===== config.mk =====
export PLATFORM = sky130hd
export DESIGN_NAME = button_debounce_asymmetric_flat
export DESIGN_NICKNAME = d
export VERILOG_FILES = /design/src/hw/rtl/bdb_pkg.sv /design/src/hw/rtl/bdb_if.sv /design/src/hw/rtl/bdb_lane.sv /design/src/hw/rtl/bdb_multi.sv /design/src/hw/rtl/button_debounce_asymmetric.sv /design/src/flat_wrapper.sv
export SDC_FILE = /design/constraint.sdc
export NUM_CORES = 1
export LEC_CHECK = 0
export BUFFER_PORTS_ARGS = -buffer_cell sky130_fd_sc_hd__buf_2
export CORE_ASPECT_RATIO = 0.7
export CORE_UTILIZATION = 30
export CTS_BUF_LIST = sky130_fd_sc_hd__clkbuf_16
export DETAILED_ROUTE_END_ITERATION = 8
export GPL_TIMING_DRIVEN = 0
export PLACE_DENSITY = 0.47
export SYNTH_ARGS = -nofsm -noshare
export SYNTH_HDL_FRONTEND = slang
export SYNTH_SLANG_ARGS = --single-unit

===== constraint.sdc =====
create_clock -name clk -period 6.8 [get_ports clk]
set_input_delay 0.68 -clock clk [delete_from_list [all_inputs] [get_ports clk]]
set_output_delay 0.68 -clock clk [all_outputs]
set_load 0.01 [all_outputs]

===== src/hw/rtl/bdb_pkg.sv =====
// bdb_pkg: shared types and constants for the button debouncer
// no dependencies; compiled first
`default_nettype none

package bdb_pkg;

  // fixed field widths of the sample and result items and of the debounce time
  localparam int BTN_W     = 3;
  localparam int STAMP_W   = 32;
  localparam int DBNC_W    = 16;

  // debounce time after reset, in milliseconds
  localparam logic [DBNC_W-1:0] DBNC_RESET = 16'd10;

  // item kinds
  localparam logic REQ_SAMPLE = 1'b0;
  localparam logic REQ_INIT   = 1'b1;

  // control fanned out to every debounce unit
  typedef struct packed {
    logic step;  // an item is accepted this cycle
    logic init;  // the item loads state from the raw levels
  } bdb_ctrl_t;

  // level reported by a debounce unit to the merge stage
  typedef struct packed {
    logic cur;   // stable level before the item
    logic nxt;   // stable level after the item
  } bdb_level_t;

  // one result item
  typedef struct packed {
    logic [BTN_W-1:0] stable_buttons;
    logic             stable_multi;
    logic             buttons_changed;
    logic [BTN_W-1:0] new_presses;
    logic             multi_new_press;
  } bdb_result_t;

endpackage

`default_nettype wire


===== src/hw/rtl/bdb_if.sv =====
// bdb_if: valid/ready channels for sample items and result items
// depends on bdb_pkg
`default_nettype none

interface bdb_sample_if;
  import bdb_pkg::*;

  logic               valid;
  logic               ready;
  logic               req_type;
  logic [BTN_W-1:0]   raw_buttons;
  logic               raw_multi_host;
  logic [STAMP_W-1:0] now_ms;

  modport source (output valid, req_type, raw_buttons, raw_multi_host, now_ms,
                  input ready);
  modport sink (input valid, req_type, raw_buttons, raw_multi_host, now_ms,
                output ready);
endinterface

interface bdb_result_if;
  import bdb_pkg::*;

  logic             valid;
  logic             ready;
  logic [BTN_W-1:0] stable_buttons;
  logic             stable_multi;
  logic             buttons_changed;
  logic [BTN_W-1:0] new_presses;
  logic             multi_new_press;

  modport source (output valid, stable_buttons, stable_multi, buttons_changed,
                  new_presses, multi_new_press, input ready);
  modport sink (input valid, stable_buttons, stable_multi, buttons_changed,
                new_presses, multi_new_press, output ready);
endinterface

`default_nettype wire


===== src/hw/rtl/bdb_lane.sv =====
// bdb_lane: asymmetric debounce for one mouse button
// press taken at once, release only after the debounce time; uses bdb_pkg
`default_nettype none

module bdb_lane #(
  parameter int TIME_WIDTH = 32
) (
  input  wire logic                      clk,
  input  wire logic                      rst,
  input  wire bdb_pkg::bdb_ctrl_t        ctrl,
  input  wire logic                      raw,
  input  wire logic [TIME_WIDTH-1:0]     now,
  input  wire logic [bdb_pkg::DBNC_W-1:0] dbnc_time,
  output      bdb_pkg::bdb_level_t       level
);
  import bdb_pkg::*;

  localparam int CMP_W = (TIME_WIDTH > DBNC_W) ? TIME_WIDTH : DBNC_W;

  logic                  pressed;
  logic                  pressed_next;
  logic                  pending;
  logic                  pending_next;
  logic [TIME_WIDTH-1:0] start;
  logic [TIME_WIDTH-1:0] start_next;
  logic [TIME_WIDTH-1:0] diff;
  logic                  elapsed;

  // time since the contact opened, modulo the timer range
  assign diff    = now - start;
  assign elapsed = CMP_W'(diff) >= CMP_W'(dbnc_time);

  // press wins at once, release waits for the timer
  always_comb begin
    pressed_next = pressed;
    pending_next = pending;
    start_next   = start;
    if (ctrl.init) begin
      pressed_next = raw;
      pending_next = 1'b0;
      start_next   = '0;
    end else if (raw) begin
      pending_next = 1'b0;
      pressed_next = 1'b1;
    end else if (pressed) begin
      if (!pending) begin
        pending_next = 1'b1;
        start_next   = now;
      end else if (elapsed) begin
        pressed_next = 1'b0;
        pending_next = 1'b0;
      end
    end else begin
      pending_next = 1'b0;
    end
  end

  // control state
  always_ff @(posedge clk) begin
    if (rst) begin
      pressed <= 1'b0;
      pending <= 1'b0;
    end else if (ctrl.step) begin
      pressed <= pressed_next;
      pending <= pending_next;
    end
  end

  // release start time, only read while a release is pending
  always_ff @(posedge clk) begin
    if (ctrl.step) begin
      start <= start_next;
    end
  end

  assign level.cur = pressed;
  assign level.nxt = pressed_next;

  // a release timer only runs for a button held pressed
  a_pending_needs_press: assert property (@(posedge clk) disable iff (rst)
    pending |-> pressed)
    else $error("release pending on a released button");

endmodule

`default_nettype wire


===== src/hw/rtl/bdb_multi.sv =====
// bdb_multi: symmetric settle-time debounce for the multi-host button
// depends on bdb_pkg
`default_nettype none

module bdb_multi #(
  parameter int TIME_WIDTH = 32
) (
  input  wire logic                       clk,
  input  wire logic                       rst,
  input  wire bdb_pkg::bdb_ctrl_t         ctrl,
  input  wire logic                       raw,
  input  wire logic [TIME_WIDTH-1:0]      now,
  input  wire logic [bdb_pkg::DBNC_W-1:0] dbnc_time,
  output      bdb_pkg::bdb_level_t        level
);
  import bdb_pkg::*;

  localparam int CMP_W = (TIME_WIDTH > DBNC_W) ? TIME_WIDTH : DBNC_W;

  logic                  stable;
  logic                  stable_next;
  logic                  last_raw;
  logic                  last_raw_next;
  logic [TIME_WIDTH-1:0] change_time;
  logic [TIME_WIDTH-1:0] change_time_next;
  logic [TIME_WIDTH-1:0] diff;
  logic                  elapsed;

  // raw edge or an initialize item restarts the settle timer
  always_comb begin
    last_raw_next    = last_raw;
    change_time_next = change_time;
    if (ctrl.init || (raw != last_raw)) begin
      last_raw_next    = raw;
      change_time_next = now;
    end
  end

  assign diff    = now - change_time_next;
  assign elapsed = CMP_W'(diff) >= CMP_W'(dbnc_time);

  // take the raw level once it has settled, or at once on an initialize item
  always_comb begin
    stable_next = stable;
    if (ctrl.init || elapsed) begin
      stable_next = raw;
    end
  end

  always_ff @(posedge clk) begin
    if (rst) begin
      stable      <= 1'b0;
      last_raw    <= 1'b0;
      change_time <= '0;
    end else if (ctrl.step) begin
      stable      <= stable_next;
      last_raw    <= last_raw_next;
      change_time <= change_time_next;
    end
  end

  assign level.cur = stable;
  assign level.nxt = stable_next;

endmodule

`default_nettype wire


===== src/hw/rtl/button_debounce_asymmetric.sv =====
// button_debounce_asymmetric: one lane per mouse button plus a multi-host unit,
// a merge stage and a two-entry output buffer; uses bdb_pkg, bdb_if, bdb_lane, bdb_multi
// an accepted sample item's result is registered into the output register, or into the skid entry if it is held
// throughput: one item per cycle while the skid entry is empty; each lane updates its state on each accepted item
// the two-entry output buffer keeps taking items while one result waits
// reset: all buttons released, no release pending, multi-host timer zero, debounce time 10 ms
`default_nettype none

module button_debounce_asymmetric #(
  parameter int NUM_BUTTONS = 3,
  parameter int TIME_WIDTH  = 32
) (
  input  wire logic                       clk,
  input  wire logic                       rst,
  input  wire logic                       cfg_wr_en,
  input  wire logic [bdb_pkg::DBNC_W-1:0] cfg_wr_data,
  bdb_sample_if.sink                      sample_in,
  bdb_result_if.source                    result_out
);
  import bdb_pkg::*;

  localparam int PAD_W = (NUM_BUTTONS > BTN_W) ? NUM_BUTTONS : BTN_W;

  logic [DBNC_W-1:0]      dbnc_time;
  bdb_ctrl_t              ctrl;
  logic                   accept;
  logic                   take;
  logic [TIME_WIDTH-1:0]  now;
  logic [PAD_W-1:0]       raw_pad;
  bdb_level_t             lane_level [NUM_BUTTONS];
  bdb_level_t             multi_level;
  logic [NUM_BUTTONS-1:0] btn_cur;
  logic [NUM_BUTTONS-1:0] btn_nxt;
  logic [PAD_W-1:0]       nxt_pad;
  logic [PAD_W-1:0]       rise_pad;
  bdb_result_t            res;

  logic                   out_vld;
  logic                   out_vld_next;
  bdb_result_t            out_data;
  bdb_result_t            out_data_next;
  logic                   skid_vld;
  logic                   skid_vld_next;
  bdb_result_t            skid_data;
  bdb_result_t            skid_data_next;

  // debounce time register
  always_ff @(posedge clk) begin
    if (rst) begin
      dbnc_time <= DBNC_RESET;
    end else if (cfg_wr_en) begin
      dbnc_time <= cfg_wr_data;
    end
  end

  // input handshake and per-item control
  assign sample_in.ready = !skid_vld;
  assign accept          = sample_in.valid && !skid_vld;
  assign ctrl.step       = accept;
  assign ctrl.init       = (sample_in.req_type == REQ_INIT);
  assign now             = sample_in.now_ms[TIME_WIDTH-1:0];
  assign raw_pad         = PAD_W'(sample_in.raw_buttons);

  // one debounce lane per mouse button
  for (genvar i = 0; i < NUM_BUTTONS; i++) begin : g_lane
    bdb_lane #(
      .TIME_WIDTH (TIME_WIDTH)
    ) u_lane (
      .clk       (clk),
      .rst       (rst),
      .ctrl      (ctrl),
      .raw       (raw_pad[i]),
      .now       (now),
      .dbnc_time (dbnc_time),
      .level     (lane_level[i])
    );
    assign btn_cur[i] = lane_level[i].cur;
    assign btn_nxt[i] = lane_level[i].nxt;
  end

  bdb_multi #(
    .TIME_WIDTH (TIME_WIDTH)
  ) u_multi (
    .clk       (clk),
    .rst       (rst),
    .ctrl      (ctrl),
    .raw       (sample_in.raw_multi_host),
    .now       (now),
    .dbnc_time (dbnc_time),
    .level     (multi_level)
  );

  // merge lane levels into one result; initialize reports no change
  assign nxt_pad  = PAD_W'(btn_nxt);
  assign rise_pad = PAD_W'(btn_nxt & ~btn_cur);

  always_comb begin
    res.stable_buttons  = nxt_pad[BTN_W-1:0];
    res.stable_multi    = multi_level.nxt;
    res.buttons_changed = 1'b0;
    res.new_presses     = '0;
    res.multi_new_press = 1'b0;
    if (!ctrl.init) begin
      res.buttons_changed = (btn_nxt != btn_cur);
      res.new_presses     = rise_pad[BTN_W-1:0];
      res.multi_new_press = multi_level.nxt && !multi_level.cur;
    end
  end

  // two-entry output buffer
  assign take = out_vld && result_out.ready;

  always_comb begin
    out_vld_next   = out_vld;
    out_data_next  = out_data;
    skid_vld_next  = skid_vld;
    skid_data_next = skid_data;
    if (take) begin
      if (skid_vld) begin
        out_data_next = skid_data;
        skid_vld_next = 1'b0;
      end else begin
        out_vld_next = 1'b0;
      end
    end
    if (accept) begin
      if (!out_vld_next) begin
        out_vld_next  = 1'b1;
        out_data_next = res;
      end else begin
        skid_vld_next  = 1'b1;
        skid_data_next = res;
      end
    end
  end

  always_ff @(posedge clk) begin
    if (rst) begin
      out_vld  <= 1'b0;
      skid_vld <= 1'b0;
    end else begin
      out_vld  <= out_vld_next;
      skid_vld <= skid_vld_next;
    end
  end

  always_ff @(posedge clk) begin
    out_data  <= out_data_next;
    skid_data <= skid_data_next;
  end

  assign result_out.valid           = out_vld;
  assign result_out.stable_buttons  = out_data.stable_buttons;
  assign result_out.stable_multi    = out_data.stable_multi;
  assign result_out.buttons_changed = out_data.buttons_changed;
  assign result_out.new_presses     = out_data.new_presses;
  assign result_out.multi_new_press = out_data.multi_new_press;

  // skid entry only fills behind an occupied output register
  a_skid_behind_out: assert property (@(posedge clk) disable iff (rst)
    skid_vld |-> out_vld)
    else $error("skid entry held with empty output register");

  // skid entry is only loaded while the output stalls
  a_skid_on_stall: assert property (@(posedge clk) disable iff (rst)
    $rose(skid_vld) |-> $past(out_vld && !result_out.ready))
    else $error("skid entry loaded without a stall");

  // a new press is always part of the stable levels
  a_press_is_stable: assert property (@(posedge clk) disable iff (rst)
    out_vld |-> ((out_data.new_presses & ~out_data.stable_buttons) == '0))
    else $error("new press on a released button");

  // new presses imply a change of the stable buttons
  a_press_is_change: assert property (@(posedge clk) disable iff (rst)
    (out_vld && !out_data.buttons_changed) |-> (out_data.new_presses == '0))
    else $error("new press without a change flag");

endmodule

`default_nettype wire


===== src/flat_wrapper.sv =====
// flat-port wrapper written by rule: the top's interface ports become plain ports
module button_debounce_asymmetric_flat import bdb_pkg::*;
#(
  parameter int NUM_BUTTONS = 3,
  parameter int TIME_WIDTH  = 32
)
  (clk, rst, cfg_wr_en, cfg_wr_data, sample_in_valid, sample_in_req_type, sample_in_raw_buttons, sample_in_raw_multi_host, sample_in_now_ms, sample_in_ready, result_out_valid, result_out_stable_buttons, result_out_stable_multi, result_out_buttons_changed, result_out_new_presses, result_out_multi_new_press, result_out_ready);
  bdb_sample_if sample_in_i ();
  bdb_result_if result_out_i ();
  input  wire logic clk;
  input  wire logic rst;
  input  wire logic cfg_wr_en;
  input  wire logic [bdb_pkg::DBNC_W-1:0] cfg_wr_data;
  input wire logic [$bits(sample_in_i.valid)-1:0] sample_in_valid;
  input wire logic [$bits(sample_in_i.req_type)-1:0] sample_in_req_type;
  input wire logic [$bits(sample_in_i.raw_buttons)-1:0] sample_in_raw_buttons;
  input wire logic [$bits(sample_in_i.raw_multi_host)-1:0] sample_in_raw_multi_host;
  input wire logic [$bits(sample_in_i.now_ms)-1:0] sample_in_now_ms;
  output wire logic [$bits(sample_in_i.ready)-1:0] sample_in_ready;
  output wire logic [$bits(result_out_i.valid)-1:0] result_out_valid;
  output wire logic [$bits(result_out_i.stable_buttons)-1:0] result_out_stable_buttons;
  output wire logic [$bits(result_out_i.stable_multi)-1:0] result_out_stable_multi;
  output wire logic [$bits(result_out_i.buttons_changed)-1:0] result_out_buttons_changed;
  output wire logic [$bits(result_out_i.new_presses)-1:0] result_out_new_presses;
  output wire logic [$bits(result_out_i.multi_new_press)-1:0] result_out_multi_new_press;
  input wire logic [$bits(result_out_i.ready)-1:0] result_out_ready;
  assign sample_in_i.valid = sample_in_valid;
  assign sample_in_i.req_type = sample_in_req_type;
  assign sample_in_i.raw_buttons = sample_in_raw_buttons;
  assign sample_in_i.raw_multi_host = sample_in_raw_multi_host;
  assign sample_in_i.now_ms = sample_in_now_ms;
  assign sample_in_ready = sample_in_i.ready;
  assign result_out_valid = result_out_i.valid;
  assign result_out_stable_buttons = result_out_i.stable_buttons;
  assign result_out_stable_multi = result_out_i.stable_multi;
  assign result_out_buttons_changed = result_out_i.buttons_changed;
  assign result_out_new_presses = result_out_i.new_presses;
  assign result_out_multi_new_press = result_out_i.multi_new_press;
  assign result_out_i.ready = result_out_ready;
  button_debounce_asymmetric #(.NUM_BUTTONS(NUM_BUTTONS), .TIME_WIDTH(TIME_WIDTH)) u_core (.clk(clk), .rst(rst), .cfg_wr_en(cfg_wr_en), .cfg_wr_data(cfg_wr_data), .sample_in(sample_in_i), .result_out(result_out_i));
endmodule

== Word level (Yosys, flattened, before mapping) ==
Cells that the tools add are included.
Storage, ports and cells
  logic and storage cells: 101
  register bits after elaboration: 172
  input port bits: 58
  output and inout port bits: 11
Operators by class
  order comparisons: 4
  bitwise logic cells: 2
  equality and inequality tests: 8
  multiplexer cells: 43
  reduce and logical (&&, ||, !) cells: 15
  $add $sub $neg: 4
Operators with widths (count)
  32-bit two-way mux: 10
  32-bit by 16-bit greater-or-equal comparator with 1-bit output: 4
  32-bit subtractor: 4
  9-bit two-way mux: 4
  1-bit two-way mux: 28
  2-bit inequality test, second input constant: 6
  4-bit AND reduction: 3
  2-bit nonzero test: 3
  5-bit two-way mux: 1
  2-bit AND reduction: 2
  3-bit bitwise AND: 1
  1-bit logical AND: 3
  3-bit inequality test: 1
  3-bit NOT: 1
  1-bit zero test: 2
  1-bit logical OR: 2
  1-bit inequality test: 1

== Longest topological paths before layout ==
  word-level depth: 11
  gate-level depth with buffers: 26
  mapped depth without buffers: 26

== Cells and area by module ==
A second synthesis with hierarchy kept.
Unflattened totals
  cell total of the unflattened synthesis: 2020
  area, all modules: 16637.2 µm²
Modules (own cells, without submodules)
  bdb_lane at u_core.g_lane[1].u_lane ...: cells each 440, area an instance 3624.7 µm², seq. area each 1001.0 µm², times used 2
  bdb_multi: cells each 541, area an instance 4081.4 µm², seq. area each 680.7 µm², times used 1
  bdb_lane at u_core.g_lane[0].u_lane: cells each 463, area an instance 3860.0 µm², seq. area each 1001.0 µm², times used 1
  button_debounce_asymmetric: cells each 136, area an instance 1446.4 µm², seq. area each 810.8 µm², times used 1

== Worst setup path after synthesis ==
OpenSTA, ideal clock, no wires.
  kind: input -> register
  from: input port sample_in_raw_multi_host
  to: register u_core.skid_data[0] (netlist name), data pin
  setup slack: 1126 ps
  arrival: 5422 ps
  library setup time: 253 ps
  buffers on the path: 2
  required time: 6547 ps
  stages: 22
  path through: xnor2_1 > nand2_1 > buf_1 > mux2i_1 > ha_1 > clkbuf_1 > and4_1 > a311oi_1 > o21ai_0 > a21oi_1 > o21bai_1 > a21oi_1 > xnor2_1 > ha_1 > a21o_1 > a2111oi_0 > o221ai_1 > a2111oi_0 > nand4_1 > nor4_1 > and3_1 > nor2_1
RTL lines
  start: declaration: line flat_wrapper.sv:17  | input wire logic [$bits(sample_in_i.raw_multi_host)-1:0] sample_in_raw_multi_host;
  end signal: assignment: line button_debounce_asymmetric.sv:149  | skid_data <= skid_data_next;
  end: declaration: line button_debounce_asymmetric.sv:44  | bdb_result_t skid_data;

==> impl_metrics.py <==
metrics = {
    "worst_setup_path": {
        "crit_type": "primary input to register",
        "r2r-start": "u_core.g_lane[1].u_lane.start[1]",
        "crit_arrival_ns": 6.95,
        "r2r_cells": 24,
        "worst-path-buf-inv": 2,
        "regToRegEndpoint": "u_core.result_out.buttons_changed",
        "reg2reg_slack_ns": 0.26,
        "cp_top_family": "compound AO/OA/AOI/OAI gates",
        "startpoint_type": "primary input",
        "critical_path.endpoint_type": "register",
        "cp_slowest_stage_delay_ns": 0.61,
        "critPathSlowestCell": "a2111oi_0",
        "crit_fanout": 6,
        "critPathRequiredTime_ns": 7.20,
    },
    "status": {
        "outcome": "complete, no violations",
    },
    "logic_synthesis": {
        "synth.lib_cells_used.distinct": 77,
        "synth-seq-area-share": 0.286,
        "synthFlopType": "edfxtp_1",
        "synth_nets": 2121,
        "syn-cell-area_um2": 15700,
        "syn-instance-count": 1870,
        "ys_ff_latch": 172,
        "synthArstFlopShare": 0,
        "syn_avg_cell_area_um2": 8.40,
        "ys_warn_count": 0,
        "synth_edf_count": 105,
    },
    "routing": {
        "first_pass_iters": 6,
        "vias_per_cell": 5.44,
        "antenna_left": 0,
        "dr.first_iter.drc_count": 1362,
        "routed_wl_um": 54900,
        "drc": 0,
        "vias": 14382,
        "wl_per_cell_um": 20.8,
    },
    "final_layout": {
        "drive_gt1_frac": 0.0690,
        "antennaDiodeCount": 0,
        "final_nets": 2209,
        "area_growth_pct": 12.5,
    },
    "place": {
        "io_buffers": 66,
        "dpl.hpwl_um": 45300,
        "gp_congestion": 0.902,
    },
    "clock_network": {
        "cts.htree.levels": 4,
        "cts_buffer_depth": 2,
        "clk_pin_slew_ns": 0.08,
        "clock_sinks": 172,
        "cts_tree": "built",
        "cts_made_buffers": 17,
        "clk_latency_ns": 0.48,
        "ctsHoldBuffers": 0,
        "clockRootBuffer": "clkbuf_16",
    },
    "min_path": {
        "hold_end": "u_core.skid_vld",
        "hold_class": "primary input to register",
        "min_from": "result_out_ready",
        "hold-path-cell-count": 2,
    },
    "global_route": {
        "grt_pass1_wl_um": 83000,
        "grt-ovfl-total": 0,
        "antenna_found_initial": 1,
        "track_usage": 0.206,
        "grt_pass1_vias": 13612,
        "grt_max_degree": 21,
    },
    "timing": {
        "whs_ns": 0.425,
        "hold_viol": 0,
        "slew_violations": 0,
        "min_period_ns": 6.54,
        "finClkSkew_ns": 0.0139,
        "setup_tns_ns": 0,
        "fmax_mhz": 153,
        "setup_viol": 0,
        "rsz0062_at_grt": "no",
        "tightest_slew_ns": 1.35,
        "slew_headroom": 0.0901,
        "post-route-period-util": 0.962,
    },
    "power_and_ir_drop": {
        "leakagePower_nw": 7.48,
        "ir_worst_vdd_v": 0.000206,
        "p_per_area_nw_per_um2": 210,
    },
    "floorplan": {
        "rows": 69,
        "die_h_um": 193,
        "die_area_um2": 53300,
        "io_pins": 69,
        "die_w_um": 275,
        "initial_core_util": 0.307,
        "fp.coreArea_um2": 51200,
    },
    "job": {
        "drv_cap": 0,
    },
}
-- routing by layer --
| metal | vias to the layer above | wire, µm | GRT usage |
|---|---|---|---|
| met5 | - | 0 | 0 |
| li1 | 7096 | - | - |
| met2 | 307 | 22200 | 0.289 |
| met4 | 0 | 476 | 0.0307 |
| met1 | 6943 | 30100 | 0.327 |
| met3 | 36 | 2230 | 0.0328 |
-- flip-flops by register name, indices dropped and copies added (netlist names) --
signal / flops
u_core.g_lane.u_lane.start: 96
u_core.u_multi.change_time: 32
u_core.dbnc_time: 16
u_core.skid_data: 9
u_core.g_lane.u_lane.pending: 3
u_core.g_lane.u_lane.pressed: 3
u_core.result_out.new_presses: 3
u_core.result_out.stable_buttons: 3
u_core.result_out.buttons_changed: 1
u_core.result_out.multi_new_press: 1
u_core.result_out.stable_multi: 1
u_core.result_out.valid: 1
u_core.skid_vld: 1
u_core.u_multi.last_raw: 1
u_core.u_multi.stable: 1
-- synthesized netlist by cell type, types with 37 or more instances --
| cell type | n | area, µm² |
|---|---|---|
| a211oi_1 | 47 | 353 |
| a21oi_1 | 178 | 891 |
| dfxtp_1 | 67 | 1340 |
| nand2_1 | 128 | 480 |
| inv_1 | 160 | 601 |
| o21ai_0 | 84 | 420 |
| nor2_1 | 161 | 604 |
| a21o_1 | 66 | 495 |
| nand3_1 | 38 | 190 |
| nor3_1 | 37 | 185 |
| edfxtp_1 | 105 | 3150 |
| xnor2_1 | 52 | 455 |
| ha_1 | 189 | 2360 |
| clkbuf_1 | 51 | 191 |
| nor2b_1 | 50 | 313 |
| mux2i_1 | 60 | 601 |
-- per-stage QoR --
step / area [µm²] / total power [W] / setup slack [ns] / utilization / instances
after detailed placement: 17000 / 0.00264 / -1.15 / 0.332 / 2613
final: 17700 / 0.00370 / 0.257 / 0.345 / 2645
after floorplan: 15700 / 0.00222 / 1.13 / - / 1870
after global placement: 16900 / 0.00262 / -1.07 / 0.330 / 2610
after global routing: 17700 / 0.00393 / 0.0646 / 0.345 / 2645
after CTS: 17600 / 0.00370 / 0.124 / 0.344 / 2645
-- worst max path at each step --
stage	start	cells past startpoint	slack, ns	to
after global routing	u_core.u_multi.last_raw	23	0.06	u_core.skid_data[0]
final	sample_in_now_ms[0]	25	0.26	u_core.result_out.buttons_changed
after detailed placement	sample_in_raw_multi_host	23	-1.15	u_core.skid_data[0]
after floorplan	sample_in_raw_multi_host	22	1.13	u_core.skid_data[0]
after global placement	sample_in_raw_multi_host	23	-1.07	u_core.skid_data[0]
after CTS	u_core.u_multi.last_raw	21	0.12	u_core.skid_data[0]
-- placed cells by master, fill, tap and decap left out, types with 22 or more instances in the layout --
master / instances
xor2_1: 22
a21oi_1: 177
o21bai_1: 22
buf_2: 67
xnor2_1: 52
nand2b_1: 29
a21o_1: 66
o21a_1: 28
mux2i_1: 60
nor2b_1: 50
nor2_1: 159
nor3_1: 37
clkbuf_1: 50
nand4_1: 28
inv_1: 162
nand3_1: 38
a211oi_1: 47
ha_1: 189
edfxtp_1: 105
o21ai_0: 84
nand2_1: 128
dfxtp_1: 67
-- timing repair --
item / CTS / global route
setup endpoints to repair: 7 / 8
setup buffers: 0 / 0
resized for setup: 7 / 5
cloned: 0 / 0
pin swaps: 0 / 0
-- power by group --
group | internal, W | switching (W)
clock | 0.000564 | 0.000487
combinational | 0.000549 | 0.000893
sequential | 0.00118 | 0.0000308
total | 0.00229 | 0.00141
-- area by class of cell --
class | count | area (µm²)
Fill cell | 5478 | 33500
Timing Repair Buffer | 69 | 405
Buffer | 60 | 235
Clock buffer | 21 | 526
Tap cell | 674 | 843
Inverter | 160 | 601
Clock inverter | 11 | 90.1
Sequential cell | 172 | 4490
Multi-Input combinational cell | 1478 | 10500
-- cells by family (layout without fill, tap and decap cells) --
group,after synthesis,in the layout,synth area share
buf+inv,220,321,0.0526
xor+xnor,75,75,0.0423
flops,172,172,0.286
simple gates,554,554,0.172
fa+ha+maj,193,193,0.156
mux,67,67,0.0433
compound gates,589,589,0.248
Power figures use the tool's default switching activity.
